`config.mk`:
```
export PLATFORM = sky130hd
export DESIGN_NAME = magic_length_stream_deframer
export DESIGN_NICKNAME = d
export VERILOG_FILES = /design/src/hdl/mlsd_pkg.sv /design/src/hdl/magic_length_stream_deframer.sv
export VERILOG_INCLUDE_DIRS = /design/src /design/src/hdl
export SDC_FILE = /design/constraint.sdc
export NUM_CORES = 1
export LEC_CHECK = 0
export BUFFER_PORTS_ARGS = -buffer_cell sky130_fd_sc_hd__buf_4
export CORE_AREA = 5 5 129 131
export CTS_CLUSTER_SIZE = 8
export DETAILED_ROUTE_END_ITERATION = 10
export DIE_AREA = 0 0 134 136
export PLACE_DENSITY = 0.75
export SYNTH_ARGS = -nofsm -noshare
export SYNTH_HDL_FRONTEND = slang
export SYNTH_SLANG_ARGS = --single-unit
export TNS_END_PERCENT = 30
```
`constraint.sdc`:
```
create_clock -name clk_i -period 3.5 [get_ports clk_i]
set_input_delay 0.35 -clock clk_i [delete_from_list [all_inputs] [get_ports clk_i]]
set_output_delay 0.35 -clock clk_i [all_outputs]
set_load 0.05 [all_outputs]
```
`src/hdl/magic_length_stream_deframer_defines.svh`:
```
// Assertion macros shared by the deframer RTL.
`ifndef MAGIC_LENGTH_STREAM_DEFRAMER_DEFINES_SVH
`define MAGIC_LENGTH_STREAM_DEFRAMER_DEFINES_SVH

// Same-cycle implication, checked out of reset.
`define MLSD_ASSERT_NOW(lbl, ante, cons) \
  lbl: assert property (@(posedge clk_i) disable iff (!rst_ni) (ante) |-> (cons)) \
    else $error("deframer assertion failed");

// Next-cycle implication, checked out of reset.
`define MLSD_ASSERT_NEXT(lbl, ante, cons) \
  lbl: assert property (@(posedge clk_i) disable iff (!rst_ni) (ante) |=> (cons)) \
    else $error("deframer assertion failed");

`endif

```
`src/hdl/mlsd_pkg.sv`:
```
// Constants and codes of the length-prefixed stream deframer.
package mlsd_pkg;

  // Sync pair
  localparam logic [7:0] SyncA = 8'h94;
  localparam logic [7:0] SyncB = 8'hC3;

  // Reset value of the length limit register
  localparam logic [15:0] MaxLenReset = 16'd512;

  // Parser phase codes
  localparam logic [2:0] PhHunt   = 3'd0;
  localparam logic [2:0] PhPrimed = 3'd1;
  localparam logic [2:0] PhLenHi  = 3'd2;
  localparam logic [2:0] PhLenLo  = 3'd3;
  localparam logic [2:0] PhData   = 3'd4;

  // Result kinds carried in tuser
  localparam logic [1:0] KindNone  = 2'd0;
  localparam logic [1:0] KindData  = 2'd1;
  localparam logic [1:0] KindEmpty = 2'd2;

  // Output data word width: payload byte and three 32-bit counters
  localparam int unsigned OutDataW = 104;

endpackage

```
`src/hdl/magic_length_stream_deframer.sv`:
```
// Sync-word and length-prefixed byte stream deframer, top level.
//
// Takes one received byte per beat and gives exactly one result beat per input beat, in the
// cycle after it. The result holds the result kind, the payload byte, a frame-end mark and
// the three running counters. A new byte can enter in every cycle; the input is held off
// only while a result sits in the output register and the downstream side stalls, so the
// rate is one byte per cycle, set by the single parser register stage. The length limit
// is written through the cfg channel, which is always ready, and must only change while
// the stream is idle.
`include "magic_length_stream_deframer_defines.svh"

module magic_length_stream_deframer (
  input  logic                          clk_i,
  input  logic                          rst_ni,
  // Length limit write channel
  input  logic                          cfg_valid_i,
  output logic                          cfg_ready_o,
  input  logic [15:0]                   cfg_data_i,   // max_payload_len
  // Byte input
  input  logic                          s_axis_tvalid,
  output logic                          s_axis_tready,
  input  logic [7:0]                    s_axis_tdata, // [7:0] rx_byte
  // Result output
  output logic                          m_axis_tvalid,
  input  logic                          m_axis_tready,
  // [7:0] payload_byte, [39:8] good_frames, [71:40] sync_breaks,
  // [103:72] oversize_drops
  output logic [mlsd_pkg::OutDataW-1:0] m_axis_tdata,
  output logic                          m_axis_tlast, // frame_end
  output logic [1:0]                    m_axis_tuser  // out_kind
);

  logic        in_beat;
  logic [15:0] max_len_q;
  logic [2:0]  phase_q, phase_d;
  logic [15:0] len_q, len_d;
  logic [15:0] bytes_q, bytes_d;
  logic [31:0] good_q, good_d;
  logic [31:0] resync_q, resync_d;
  logic [31:0] oversize_q, oversize_d;
  logic [15:0] len_full;
  logic [15:0] bytes_inc;
  logic [1:0]  kind_d;
  logic [7:0]  data_d;
  logic        end_d;
  logic        out_valid_q;
  logic [1:0]  out_kind_q;
  logic [7:0]  out_data_q;
  logic        out_end_q;

  // Take a byte whenever the result register is free or drains this cycle
  assign s_axis_tready = !out_valid_q || m_axis_tready;
  assign in_beat       = s_axis_tvalid && s_axis_tready;
  assign cfg_ready_o   = 1'b1;

  // Hold the length limit
  always_ff @(posedge clk_i or negedge rst_ni) begin
    if (!rst_ni) begin
      max_len_q <= mlsd_pkg::MaxLenReset;
    end else if (cfg_valid_i) begin
      max_len_q <= cfg_data_i;
    end
  end

  assign len_full  = {len_q[15:8], s_axis_tdata};
  assign bytes_inc = bytes_q + 16'd1;

  // Parse one byte
  always_comb begin
    phase_d    = phase_q;
    len_d      = len_q;
    bytes_d    = bytes_q;
    good_d     = good_q;
    resync_d   = resync_q;
    oversize_d = oversize_q;
    kind_d     = mlsd_pkg::KindNone;
    data_d     = 8'h00;
    end_d      = 1'b0;
    unique case (phase_q)
      mlsd_pkg::PhPrimed: begin
        if (s_axis_tdata == mlsd_pkg::SyncB) begin
          phase_d = mlsd_pkg::PhLenHi;
        end else if (s_axis_tdata == mlsd_pkg::SyncA) begin
          phase_d = mlsd_pkg::PhPrimed;
        end else begin
          phase_d  = mlsd_pkg::PhHunt;
          resync_d = resync_q + 32'd1;
        end
      end
      mlsd_pkg::PhLenHi: begin
        len_d   = {s_axis_tdata, 8'h00};
        phase_d = mlsd_pkg::PhLenLo;
      end
      mlsd_pkg::PhLenLo: begin
        len_d   = len_full;
        bytes_d = 16'd0;
        if (len_full == 16'd0) begin
          kind_d  = mlsd_pkg::KindEmpty;
          end_d   = 1'b1;
          good_d  = good_q + 32'd1;
          phase_d = mlsd_pkg::PhHunt;
        end else if (len_full > max_len_q) begin
          oversize_d = oversize_q + 32'd1;
          phase_d    = mlsd_pkg::PhHunt;
        end else begin
          phase_d = mlsd_pkg::PhData;
        end
      end
      mlsd_pkg::PhData: begin
        kind_d  = mlsd_pkg::KindData;
        data_d  = s_axis_tdata;
        bytes_d = bytes_inc;
        if (bytes_inc >= len_q) begin
          end_d   = 1'b1;
          good_d  = good_q + 32'd1;
          phase_d = mlsd_pkg::PhHunt;
        end
      end
      default: begin
        phase_d = (s_axis_tdata == mlsd_pkg::SyncA) ? mlsd_pkg::PhPrimed
                                                    : mlsd_pkg::PhHunt;
      end
    endcase
  end

  // Advance parser state and counters on each input beat
  always_ff @(posedge clk_i or negedge rst_ni) begin
    if (!rst_ni) begin
      phase_q    <= mlsd_pkg::PhHunt;
      len_q      <= 16'd0;
      bytes_q    <= 16'd0;
      good_q     <= 32'd0;
      resync_q   <= 32'd0;
      oversize_q <= 32'd0;
    end else if (in_beat) begin
      phase_q    <= phase_d;
      len_q      <= len_d;
      bytes_q    <= bytes_d;
      good_q     <= good_d;
      resync_q   <= resync_d;
      oversize_q <= oversize_d;
    end
  end

  // Result valid flag
  always_ff @(posedge clk_i or negedge rst_ni) begin
    if (!rst_ni) begin
      out_valid_q <= 1'b0;
    end else if (s_axis_tready) begin
      out_valid_q <= s_axis_tvalid;
    end
  end

  // Load the result payload
  always_ff @(posedge clk_i) begin
    if (in_beat) begin
      out_kind_q <= kind_d;
      out_data_q <= data_d;
      out_end_q  <= end_d;
    end
  end

  assign m_axis_tvalid = out_valid_q;
  assign m_axis_tuser  = out_kind_q;
  assign m_axis_tlast  = out_end_q;
  assign m_axis_tdata  = {oversize_q, resync_q, good_q, out_data_q};

  `MLSD_ASSERT_NOW(a_none_no_end,
    m_axis_tvalid && m_axis_tuser == mlsd_pkg::KindNone, !m_axis_tlast)
  `MLSD_ASSERT_NOW(a_empty_ends,
    m_axis_tvalid && m_axis_tuser == mlsd_pkg::KindEmpty,
    m_axis_tlast && m_axis_tdata[7:0] == 8'h00)
  `MLSD_ASSERT_NOW(a_data_below_len,
    phase_q == mlsd_pkg::PhData, bytes_q < len_q)
  `MLSD_ASSERT_NEXT(a_len_hi_to_lo,
    in_beat && phase_q == mlsd_pkg::PhLenHi, phase_q == mlsd_pkg::PhLenLo)
  `MLSD_ASSERT_NEXT(a_hunt_exit,
    in_beat && phase_q == mlsd_pkg::PhHunt,
    phase_q == mlsd_pkg::PhHunt || phase_q == mlsd_pkg::PhPrimed)

endmodule
```
==> results of run 1 <==
[per-stage QoR]
step	cell area (um2)	worst slack, ps	hold slack, ps	util, %	std cells
after detailed placement	9290	43.1	463	60.0	1107
final	9960	232	-45.9	64.4	1140
after global placement	9290	88.6	461	60.0	1107
after CTS	9920	16.5	19.1	64.1	1139
after floorplan	8010	348	54.4	-	791
after global routing	9960	39.8	22.9	64.4	1140
[synth_stat cells (2+ instances only)]
cell type / n
edfxtp_1: 11
o21bai_1: 2
buf_2: 4
nand3_1: 38
nand2_1: 75
and4_1: 10
nor2b_1: 6
nand2b_1: 3
and2_1: 18
ha_1: 36
a21oi_1: 21
o21ai_0: 43
xor2_1: 23
a2111o_1: 2
inv_1: 44
or4_1: 3
xnor2_1: 84
nand4_1: 53
or3_1: 4
mux2_2: 4
nor3_1: 25
nor2_1: 36
a31oi_1: 3
and3_1: 30
nor4_1: 6
dfrtp_1: 147
clkbuf_1: 23
o31ai_1: 3
a22o_1: 13
or3_2: 2
[per-layer routing]
layer / global-route usage (%) / up-vias
met1: 29.3 / 3141
met2: 33.7 / 175
met4: 7.43 / 0
met5: 0 / -
li1: - / 3073
met3: 4.81 / 26
[cell families (layout without fill, tap and decap cells)]
group | Yosys count | after routing | synth area share [%]
AOI/OAI and AO/OA | 94 | 94 | 7.14
muxes | 4 | 4 | 0.562
other | 1 | 1 | 0.0468
and+or+nand+nor | 316 | 316 | 20.9
DFF | 159 | 159 | 50.4
xor gates and xnor gates | 107 | 107 | 11.7
buffers and inverters | 73 | 230 | 3.53
adders and majority gates | 37 | 37 | 5.75
[area by class of cell]
class / instances / area, um2
sequential: 159 / 4040
multi-input combinational: 559 / 3730
inverter: 45 / 169
tap: 192 / 240
clock buffer: 23 / 478
fill: 1266 / 5520
clock inverter: 9 / 155
timing repair buffer: 153 / 1160
[repair_timing]
action	CTS	global route
gates resized for setup	0	12
endpoints found under the setup margin	0	34
setup buffers	0	1
[power by group]
| part | internal (mW) | leakage, nW | switching [mW] | total, mW |
|---|---|---|---|---|
| Sequential | 1.90 | 2.04 | 0.0383 | 1.94 |
| Combinational | 0.150 | 2.41 | 0.225 | 0.375 |
| Clock | 1.25 | 0.308 | 0.741 | 1.99 |
[worst reg2reg max path, cell delays in order, from the launching register on]
cell,delay (ps)
dfrtp_1,420
ha_4,180
and4_2,260
nand3_1,160
nor2_2,170
and3_1,180
xor2_1,200
ha_1,270
nand4_1,130
nor2_1,80
a2111oi_2,330
nand4_1,140
buf_4,190
nand2_1,100
mux2_2,330
[sequential cells by signal, indices dropped and copies added (netlist names)]
signal / cells
max_len_q: 16
resync_q: 32
m_axis_tlast: 1
good_q: 32
bytes_q: 16
m_axis_tvalid: 1
out_data_q: 8
m_axis_tuser: 2
len_q: 16
oversize_q: 32
phase_q: 3
[worst paths after layout]
path,cells after the start,startpoint,to
worst max-delay path,14,bytes_q[1]$_DFFE_PN0P_,good_q[1]$_DFFE_PN0P_
worst min-delay path,1,rst_ni,oversize_q[16]$_DFFE_PN0P_
worst max register to register,14,bytes_q[1]$_DFFE_PN0P_,good_q[1]$_DFFE_PN0P_
worst min register to register,1,resync_q[31]$_DFFE_PN0P_,resync_q[31]$_DFFE_PN0P_
max in group asynchronous,2,rst_ni,resync_q[8]$_DFFE_PN0P_
min in group clk_i,3,cfg_data_i[14],max_len_q[14]$_DFFE_PN0P_
==> impl_results.md, run 1 <==
- Worst Setup Start Kind: flip-flop
- Post-DP HPWL: 13500 um
- VDD IR max: 0.000340 V
- CP max stage delay: 420 ps
- Overflow after GRT: 0
- Metal3 WL: 889 um
- DIE WIDTH: 134 um
- Vias per cell: 5.63
- Register area share after synthesis: approximately half
- Root Buffer: clkbuf_16
- Drt drc: 0
- Final setup TNS: 0 ps
- Ys async rst share: 93.1%
- WL met1: 8760 um
- Outcome: finished with violations
- Yosys top cell by area: dfrtp_1
- CTS tree: yes
- Global Route Usage Sum: between 20% and 30%
- Critical Path RT: 3810 ps
- Drt total wl: 19200 um
- Setup-failing EPs final: 0
- Worst skew pair latency: 430 ps
- Synth unique cells: 49
- Share of layout cells above drive strength 1: 21.6%
- Largest net degree at the start of global routing: 89
- Initial Util: 51.7%
- Final Cycle Share: 93.4%
- Gate Count Post-Synth: 791
- Post-synth EDFFs: 11
- Commonest cells after routing, fill and taps aside: 151 x buf_4, 145 x dfrtp_1, 84 x xnor2_1
- DRT antenna net count: 0
- Commonest non-fill, non-tap cell in the layout: buf_4
- Port Buffers: around 140
- Top routing layer in use: met4
- CP arrival: 3570 ps
- Die H: approximately 140 um
- Vias in the first global route: between 6000 and 7000
- Design Power: ~4.3 mW
- CTS H-tree depth: 4
- Global-route wire length before repair: 31300 um
- Cell mode on critical path: nand4_1
- Site row count: 46
- Max Clk Rate: ~310 MHz
- WS Path Type: reg -> reg
- CP max stage cell: dfrtp_1
- Worst reg-to-reg setup slack: 230 ps
- Via count: approximately 6400
- Met2 Routed Length: just over 9000 um
- Pre-Repair DR Iteration Count: 5
- Flip-flop and latch count after synthesis: 159
- Final hold vios: 7
- Top_reg_cell synth: dfrtp_1
- Clock Pin Slew Worst Setup and Hold Paths: 60 ps
- Fin. max-slew vios: 0
- Tmin final: 3270 ps
- Hold_buf cts: 0
- CP Capture Type: flip-flop
- Unrepaired setup endpoints after global routing: no
- Core footprint: 15500 um2
- ANT cells: 0
- CP delay by family, top: simple AND/OR/NAND/NOR gates
- Synth-to-layout area growth: 24.4%
- Initial antenna violation count: 0
- Buf+Inv Stages, Crit Path: 1
- Slew headroom: 41.1%
- WL/cell: 16.8 um
- Failing checks: hold timing
- Hold slack: -45.9 ps
- Post-synthesis average cell area: 10.1 um2
- TritonCTS buffer count: 17
- CTS Buffer Depth: 2
- MaxCap Viol Count: 0
- Worst clock skew: 8.54 ps
- PwrDens: around 430 nW/um2
- Worst hold path type: in -> async
- Die ar.: ~18000 um2
- GP Congestion: 0.843
- Ys Warns: 0
- Leakage: 4.75 nW
- CTS sink cnt: 159
- Syn Nets: 856
- Final-stage net count: 1000
- Worst-path fanout max: 5
- Number of I/O pins: 139
- Synth top area share: a little under half
- Synth top area cells: dfrtp_1 46%, xnor2_1 9.2%, ha_1 5.6%
- Mapped Area: 8010 um2
- CP cell instances: ha_4 > and4_2 > nand3_1 > nor2_2 > and3_1 > xor2_1 > ha_1 > nand4_1 > nor2_1 > a2111oi_2 > nand4_1 > buf_4 > nand2_1 > mux2_2
- Initial drt markers: approximately 340
- Least-Margin Pin Slew: ~880 ps
(Power assumes the default switching activity.)
==> inputs of run 2 (changes only) <==
--- a/config.mk
+++ b/config.mk
@@ -7,11 +7,11 @@
 export NUM_CORES = 1
 export LEC_CHECK = 0
 export BUFFER_PORTS_ARGS = -buffer_cell sky130_fd_sc_hd__buf_4
-export CORE_AREA = 5 5 129 131
+export CORE_AREA = 5 5 108 151
 export CTS_CLUSTER_SIZE = 8
 export DETAILED_ROUTE_END_ITERATION = 10
-export DIE_AREA = 0 0 134 136
-export PLACE_DENSITY = 0.75
+export DIE_AREA = 0 0 113 156
+export PLACE_DENSITY = 0.78
 export SYNTH_ARGS = -nofsm -noshare
 export SYNTH_HDL_FRONTEND = slang
 export SYNTH_SLANG_ARGS = --single-unit
==> impl_results.md, run 2 (synthesized netlist as in run 1, its figures left out) <==
- Outcome: finished clean
- Via count: 6412 (-0.047%)
- Critical Path RT: 3810 ps (about the same)
- Finished Core Util: 67.3% (+3.0 points)
- Final Cycle Share: 96.0% (+2.7 points)
- TritonCTS buffer count: 17 (unchanged)
- Largest registers: good_q: 32 flops, oversize_q: 32 flops, resync_q: 32 flops
- Worst Setup Start Kind: flip-flop
- Sw power: 1.06 mW (+5.9%)
- Leakage: 4.74 nW (-0.18%)
- Max Clk Rate: 298 MHz (-2.8%)
- Int Pwr: 3.04 mW (-8.1%)
- Worst-path fanout max: 5 (unchanged)
- Core footprint: 14800 um2 (-4.5%)
- VDD IR max: 0.000299 V (-12%)
- Fin. max-slew vios: 0 (unchanged)
- Number of I/O pins: 139 (unchanged)
- ANT cells: 0 (unchanged)
- Power share of the clock group: 44.0% (-2.3 points)
- GP Congestion: 0.828 (-1.8%)
- CTS H-tree depth: 4 (unchanged)
- Worst reg-to-reg setup slack: 140 ps (-90 ps)
- Pre-Repair DR Iteration Count: 7 (+2)
- WL/cell: 17.0 um (+0.89%)
- Port Buffers: 137 (unchanged)
- Global-route wire length before repair: 32000 um (+2.2%)
- Tmin final: 3360 ps (+93.2 ps)
- Post-layout instance area: 9960 um2 (about the same)
- Drt drc: 0 (unchanged)
- PwrDens: 412 nW/um2 (-4.8%)
- Post-DP HPWL: 14000 um (+3.2%)
- Initial drt markers: 354 (+3.5%)
- Die H: 156 um (+15%)
- Net Sw Frac: 25.9% (+2.6 points)
- Place WS: 86.6 ps (+43.5 ps)
- CP arrival: 3670 ps (+100 ps)
- Initial antenna violation count: 0 (unchanged)
- Cell Area, Placed: 9280 um2 (about the same)
- Initial Util: 54.2% (+2.4 points)
- Setup ws final: 139 ps (-93.2 ps)
- Vias in the first global route: 6469 (+4.0%)
- Gate power share: 8.8% (about the same)
- Largest net degree at the start of global routing: 73 (-18%)
- Site row count: 53 (+15%)
- FF/Latch Area: 4040 um2 (unchanged)
- CP Capture Type: flip-flop
- Global Route Usage Sum: 22.5% (+1.1 points)
- Drt total wl: 19400 um (+0.97%)
- Reg power frac: 47.2% (+2.2 points)
- CTS sink cnt: 159 (unchanged)
- Worst skew pair latency: 420 ps (about the same)
- Overflow after GRT: 0 (unchanged)
- Slew headroom: 44.4% (+3.3 points)
- Final hold vios: 0 (-7)
- Root Buffer: clkbuf_16
- Least-Margin Pin Slew: 831 ps (-43.9 ps)
- CTS Buffer Depth: 2 (unchanged)
- DIE WIDTH: 113 um (-16%)
- Commonest cells after routing, fill and taps aside: 149 x buf_4, 145 x dfrtp_1, 83 x xnor2_1
- WS Path Type: reg -> reg
- Clock Pin Slew Worst Setup and Hold Paths: 70 ps (about the same)
- Setup-failing EPs final: 0 (unchanged)
- Commonest non-fill, non-tap cell in the layout: buf_4
- Vias per cell: 5.62 (-0.13%)
- CTS tree: yes
- DRT antenna net count: 0 (unchanged)
- Share of layout cells above drive strength 1: 22.1% (+0.50 points)
- Die ar.: 17600 um2 (-3.3%)
- Area of the multi-input gates: 3730 um2 (unchanged)
- Fillers: 1159 (-8.5%)
- Hold slack: 130 ps (+176 ps)
- Worst clock skew: 9.17 ps (+0.625 ps)
- MaxCap Viol Count: 0 (unchanged)
- Synth-to-layout area growth: 24.3% (about the same)
- Final-stage net count: 1001 (+0.10%)
- Worst hold path type: in -> reg
## run 2: final timing paths
kind | start | to | cells after the start
min reg2reg | oversize_q[31]$_DFFE_PN0P_ | oversize_q[31]$_DFFE_PN0P_ | 1
max in group asynchronous | rst_ni | bytes_q[5]$_DFFE_PN0P_ | 3
min in group asynchronous | rst_ni | good_q[23]$_DFFE_PN0P_ | 2
max reg2reg | bytes_q[1]$_DFFE_PN0P_ | good_q[1]$_DFFE_PN0P_ | 14
max | bytes_q[1]$_DFFE_PN0P_ | good_q[1]$_DFFE_PN0P_ | 14
min | cfg_data_i[5] | max_len_q[5]$_DFFE_PN0P_ | 3
## run 2: power groups by stage
stage | clock [mW] | combinational, mW | sequential, mW
2_1_floorplan | 0 | 0.202 | 1.98
3_3_place_gp | 0 | 0.353 | 1.97
3_5_place_dp | 0 | 0.361 | 1.97
4_1_cts | 1.84 | 0.364 | 1.93
5_1_grt | 1.92 | 0.408 | 1.94
6_report | 1.80 | 0.361 | 1.94
## run 2: area by class of cell
class | instances | area share [%]
multi-input combinational | 559 | 37.4
clock buffer | 19 | 4.66
inverter | 45 | 1.70
clock inverter | 13 | 1.16
tap | 192 | 2.41
sequential | 159 | 40.5
timing repair buffer | 154 | 12.1
## run 2: worst max-delay path: stages (launching register included)
cell and delay (ps):
dfrtp_1 400, ha_2 240, and4_4 260, nand3_2 110, nor2_2 130, and3_1 180
xor2_1 200, ha_1 270, nand4_1 130, nor3_1 100, a2111oi_1 410, nand4_1 190
buf_4 210, nand2_1 100, mux2_2 330
## run 2: through the flow
| stage | setup TNS (ps) | power (mW) | cells |
|---|---|---|---|
| 6_report | 0 | 4.10 | 1141 |
| 2_1_floorplan | 0 | 2.18 | 791 |
| 5_1_grt | -97.6 | 4.27 | 1141 |
| 3_5_place_dp | 0 | 2.33 | 1105 |
| 3_3_place_gp | 0 | 2.32 | 1105 |
| 4_1_cts | 0 | 4.14 | 1138 |
## run 2: repair_timing
| item | CTS | global route |
|---|---|---|
| resized for setup | 0 | 16 |
| hold endpoints to repair | 69 | 0 |
| endpoints found under the setup margin | 0 | 31 |
| buffers inserted | 0 | 2 |
| hold buffers | 1 | 0 |
## run 2: layer usage
metal / wire, um / up-vias / global-route usage (%)
met3: 1070 / 32 / 4.38
li1: - / 3064 / -
met2: 10200 / 201 / 40.0
met5: 0 / - / 0
met1: 7680 / 3115 / 27.0
met4: 406 / 0 / 8.25
==> inputs of run 3 (changes only) <==
--- a/config.mk
+++ b/config.mk
@@ -7,11 +7,13 @@
 export NUM_CORES = 1
 export LEC_CHECK = 0
 export BUFFER_PORTS_ARGS = -buffer_cell sky130_fd_sc_hd__buf_4
-export CORE_AREA = 5 5 108 151
+export CELL_PAD_IN_SITES_DETAIL_PLACEMENT = 0
+export CELL_PAD_IN_SITES_GLOBAL_PLACEMENT = 2
+export CORE_AREA = 5 5 133 185
 export CTS_CLUSTER_SIZE = 8
 export DETAILED_ROUTE_END_ITERATION = 10
-export DIE_AREA = 0 0 113 156
-export PLACE_DENSITY = 0.78
+export DIE_AREA = 0 0 138 190
+export PLACE_DENSITY_LB_ADDON = 0.1
 export SYNTH_ARGS = -nofsm -noshare
 export SYNTH_HDL_FRONTEND = slang
 export SYNTH_SLANG_ARGS = --single-unit
==> impl_results.md, run 3 (synthesized netlist as in run 1, its figures left out) <==
- Initial antenna violation count: 0 (unchanged)
- Initial Util: 34.9% (-19 points)
- CP cell instances: ha_1 > and4_1 > nand3_1 > nor2_2 > and3_1 > xor2_2 > ha_1 > nand4_1 > nor2_1 > a2111oi_1 > nand4_1 > buf_4 > nand2_1 > mux2_2
- Fillers: 2295 (+98%)
- Net Sw Frac: 24.0% (-1.9 points)
- Commonest cells after routing, fill and taps aside: 155 x buf_4, 146 x dfrtp_1, 84 x xnor2_1
- Power share of the clock group: 43.6% (-0.4 points)
- Sw power: 989 uW (-6.9%)
- Drt drc: 0 (unchanged)
- CP max stage cell: dfrtp_2
- Met3 Use GR: 5.13% (+0.74 points)
- Overflow after GRT: 0 (unchanged)
- Worst clock skew: 7.81 ps (-1.36 ps)
- Worst-path fanout max: 6 (+1)
- Final Cycle Share: 93.7% (-2.3 points)
- Final setup TNS: 0 ps (unchanged)
- Reg power frac: 46.9% (-0.3 points)
- Leakage: 4.75 nW (+0.13%)
- CP Capture Type: flip-flop
- VDD IR max: 0.000336 V (+12%)
- MaxCap Viol Count: 0 (unchanged)
- Final-stage net count: 1005 (+0.40%)
- Number of I/O pins: 139 (unchanged)
- Drt total wl: 21200 um (+9.4%)
- Largest registers: good_q: 32 flops, oversize_q: 32 flops, resync_q: 32 flops
- CTS tree: yes
- Tmin final: 3280 ps (-82.1 ps)
- Unrepaired setup endpoints after global routing: no
- Root Buffer: clkbuf_16
- CTS Buffer Depth: 2 (unchanged)
- Met1 Usage GRT: 19.7% (-7.4 points)
- Design Power: 4.12 mW (+0.36%)
- Initial drt markers: 270 (-24%)
- Site row count: 66 (+25%)
- TritonCTS buffer count: 17 (unchanged)
- Die H: 190 um (+22%)
- CTS sink cnt: 159 (unchanged)
- Global-route wire length before repair: 34600 um (+8.3%)
- Port Buffers: 137 (unchanged)
- WL/cell: 16.9 um (-0.65%)
- Met2 track utilization from global routing: 28.2% (-12 points)
- FF/Latch Area: 4040 um2 (about the same)
- Busiest metal layer after global routing: met2
- Final hold vios: 9 (+9)
- Vias in the first global route: 6483 (+0.22%)
- Hold_buf cts: 0 (-1)
- Least-Margin Pin Slew: 841 ps (+9.29 ps)
- Outcome: finished with violations
- Critical Path RT: 3810 ps (about the same)
- ANT cells: 0 (unchanged)
- Core footprint: 23000 um2 (+55%)
- Hold slack: -7.15 ps (-137 ps)
- Non-Filler Instances: 1257 (+10%)
- Global Route Usage Sum: 16.4% (-6.1 points)
- FF-to-FF End: good_q[1]$_DFFE_PN0P_
- Worst hold path type: in -> async
- PwrDens: 409 nW/um2 (-0.71%)
- Pre-Repair DR Iteration Count: 4 (-3)
- CP arrival: 3590 ps (-80 ps)
- Int Pwr: 3.13 mW (+2.9%)
- R2r worst-path depth: 14 (unchanged)
- Share of layout cells above drive strength 1: 21.5% (-0.68 points)
- Slew headroom: 44.0% (-0.41 points)
- Fin. max-slew vios: 0 (unchanged)
- Worst Setup Start Kind: flip-flop
- CP max stage delay: 410 ps (about the same)
- Area of the multi-input gates: 3710 um2 (-0.34%)
- Vias per cell: 5.01 (-11%)
- Worst reg-to-reg setup slack: 220 ps (+80 ps)
- Setup-failing EPs final: 0 (unchanged)
- Largest net degree at the start of global routing: 87 (+19%)
- Synth-to-layout area growth: 25.7%
- Clock Pin Slew Worst Setup and Hold Paths: 60 ps (about the same)
- Gate power share: 9.5% (+0.7 points)
- Failing checks: hold timing
- Max Clk Rate: 305 MHz (+2.5%)
- GP Congestion: 0.804 (-3.0%)
- WS Path Type: reg -> reg
- Worst skew pair latency: 430 ps (about the same)
- Commonest non-fill, non-tap cell in the layout: buf_4
- CTS H-tree depth: 4 (unchanged)
- Post-DP HPWL: 15800 um (+13%)
- Via count: 6298 (-1.8%)
- Die ar.: 26200 um2 (+49%)
- Cell count after placement: 1226 (+11%)
- Worst r2r src: bytes_q[0]$_DFFE_PN0P_
- DIE WIDTH: 138 um (+22%)
- DRT antenna net count: 0 (unchanged)
==> run 3: repair_timing <==
item                       4_1_cts  5_1_grt
setup endpoints to repair       19       34
hold endpoints to repair         0        0
gates resized for setup          0        7
buffers inserted                 1        0
pin swaps                        1        1
==> run 3: worst max path at each step <==
stage,startpoint,endpoint,depth (start not counted)
after floorplan,bytes_q[0]$_DFFE_PN0P_,m_axis_tlast$_DFFE_PP_,13
after global placement,bytes_q[0]$_DFFE_PN0P_,good_q[1]$_DFFE_PN0P_,13
after detailed placement,bytes_q[0]$_DFFE_PN0P_,good_q[1]$_DFFE_PN0P_,13
after CTS,bytes_q[0]$_DFFE_PN0P_,good_q[1]$_DFFE_PN0P_,14
after global routing,bytes_q[0]$_DFFE_PN0P_,good_q[1]$_DFFE_PN0P_,14
final,bytes_q[0]$_DFFE_PN0P_,good_q[1]$_DFFE_PN0P_,14
==> run 3: stage by stage <==
stage,instance area (um2),util [%],setup slack (ps),hold slack [ps]
2_1_floorplan,8010,-,348,54.4
3_3_place_gp,9480,41.3,56.8,461
3_5_place_dp,9480,41.3,-47.7,462
4_1_cts,10000,43.7,123,18.9
5_1_grt,10100,43.8,3.21,54.6
6_report,10100,43.8,221,-7.15
==> run 3: power by group through the flow <==
stage	clock network [mW]	logic (mW)	registers, mW
2_1_floorplan	0	0.202	1.98
3_3_place_gp	0	0.383	1.96
3_5_place_dp	0	0.397	1.96
4_1_cts	1.86	0.399	1.93
5_1_grt	1.94	0.444	1.94
6_report	1.79	0.391	1.93
==> run 3: critical path: cells and delay by family (launching register included) <==
kind | cells | cell delay, ps
mux | 1 | 340
buf+inv | 1 | 190
compound gates | 1 | 360
simple gates | 8 | 1250
fa+ha+maj | 2 | 430
flops | 1 | 410
xor+xnor | 1 | 170
==> run 3: routing by layer <==
layer,vias to the layer above,part of all wire (%)
li1,3069,-
met1,3080,42
met4,0,1.2
met3,17,5.1
met2,132,52
met5,-,0
==> run 3: area by class of cell <==
class,count,area share (%)
clock buffer,22,4.61
clock inverter,8,0.920
inverter,45,1.68
multi-input combinational,559,36.9
sequential,159,40.1
tap,306,3.80
timing repair buffer,158,12.0
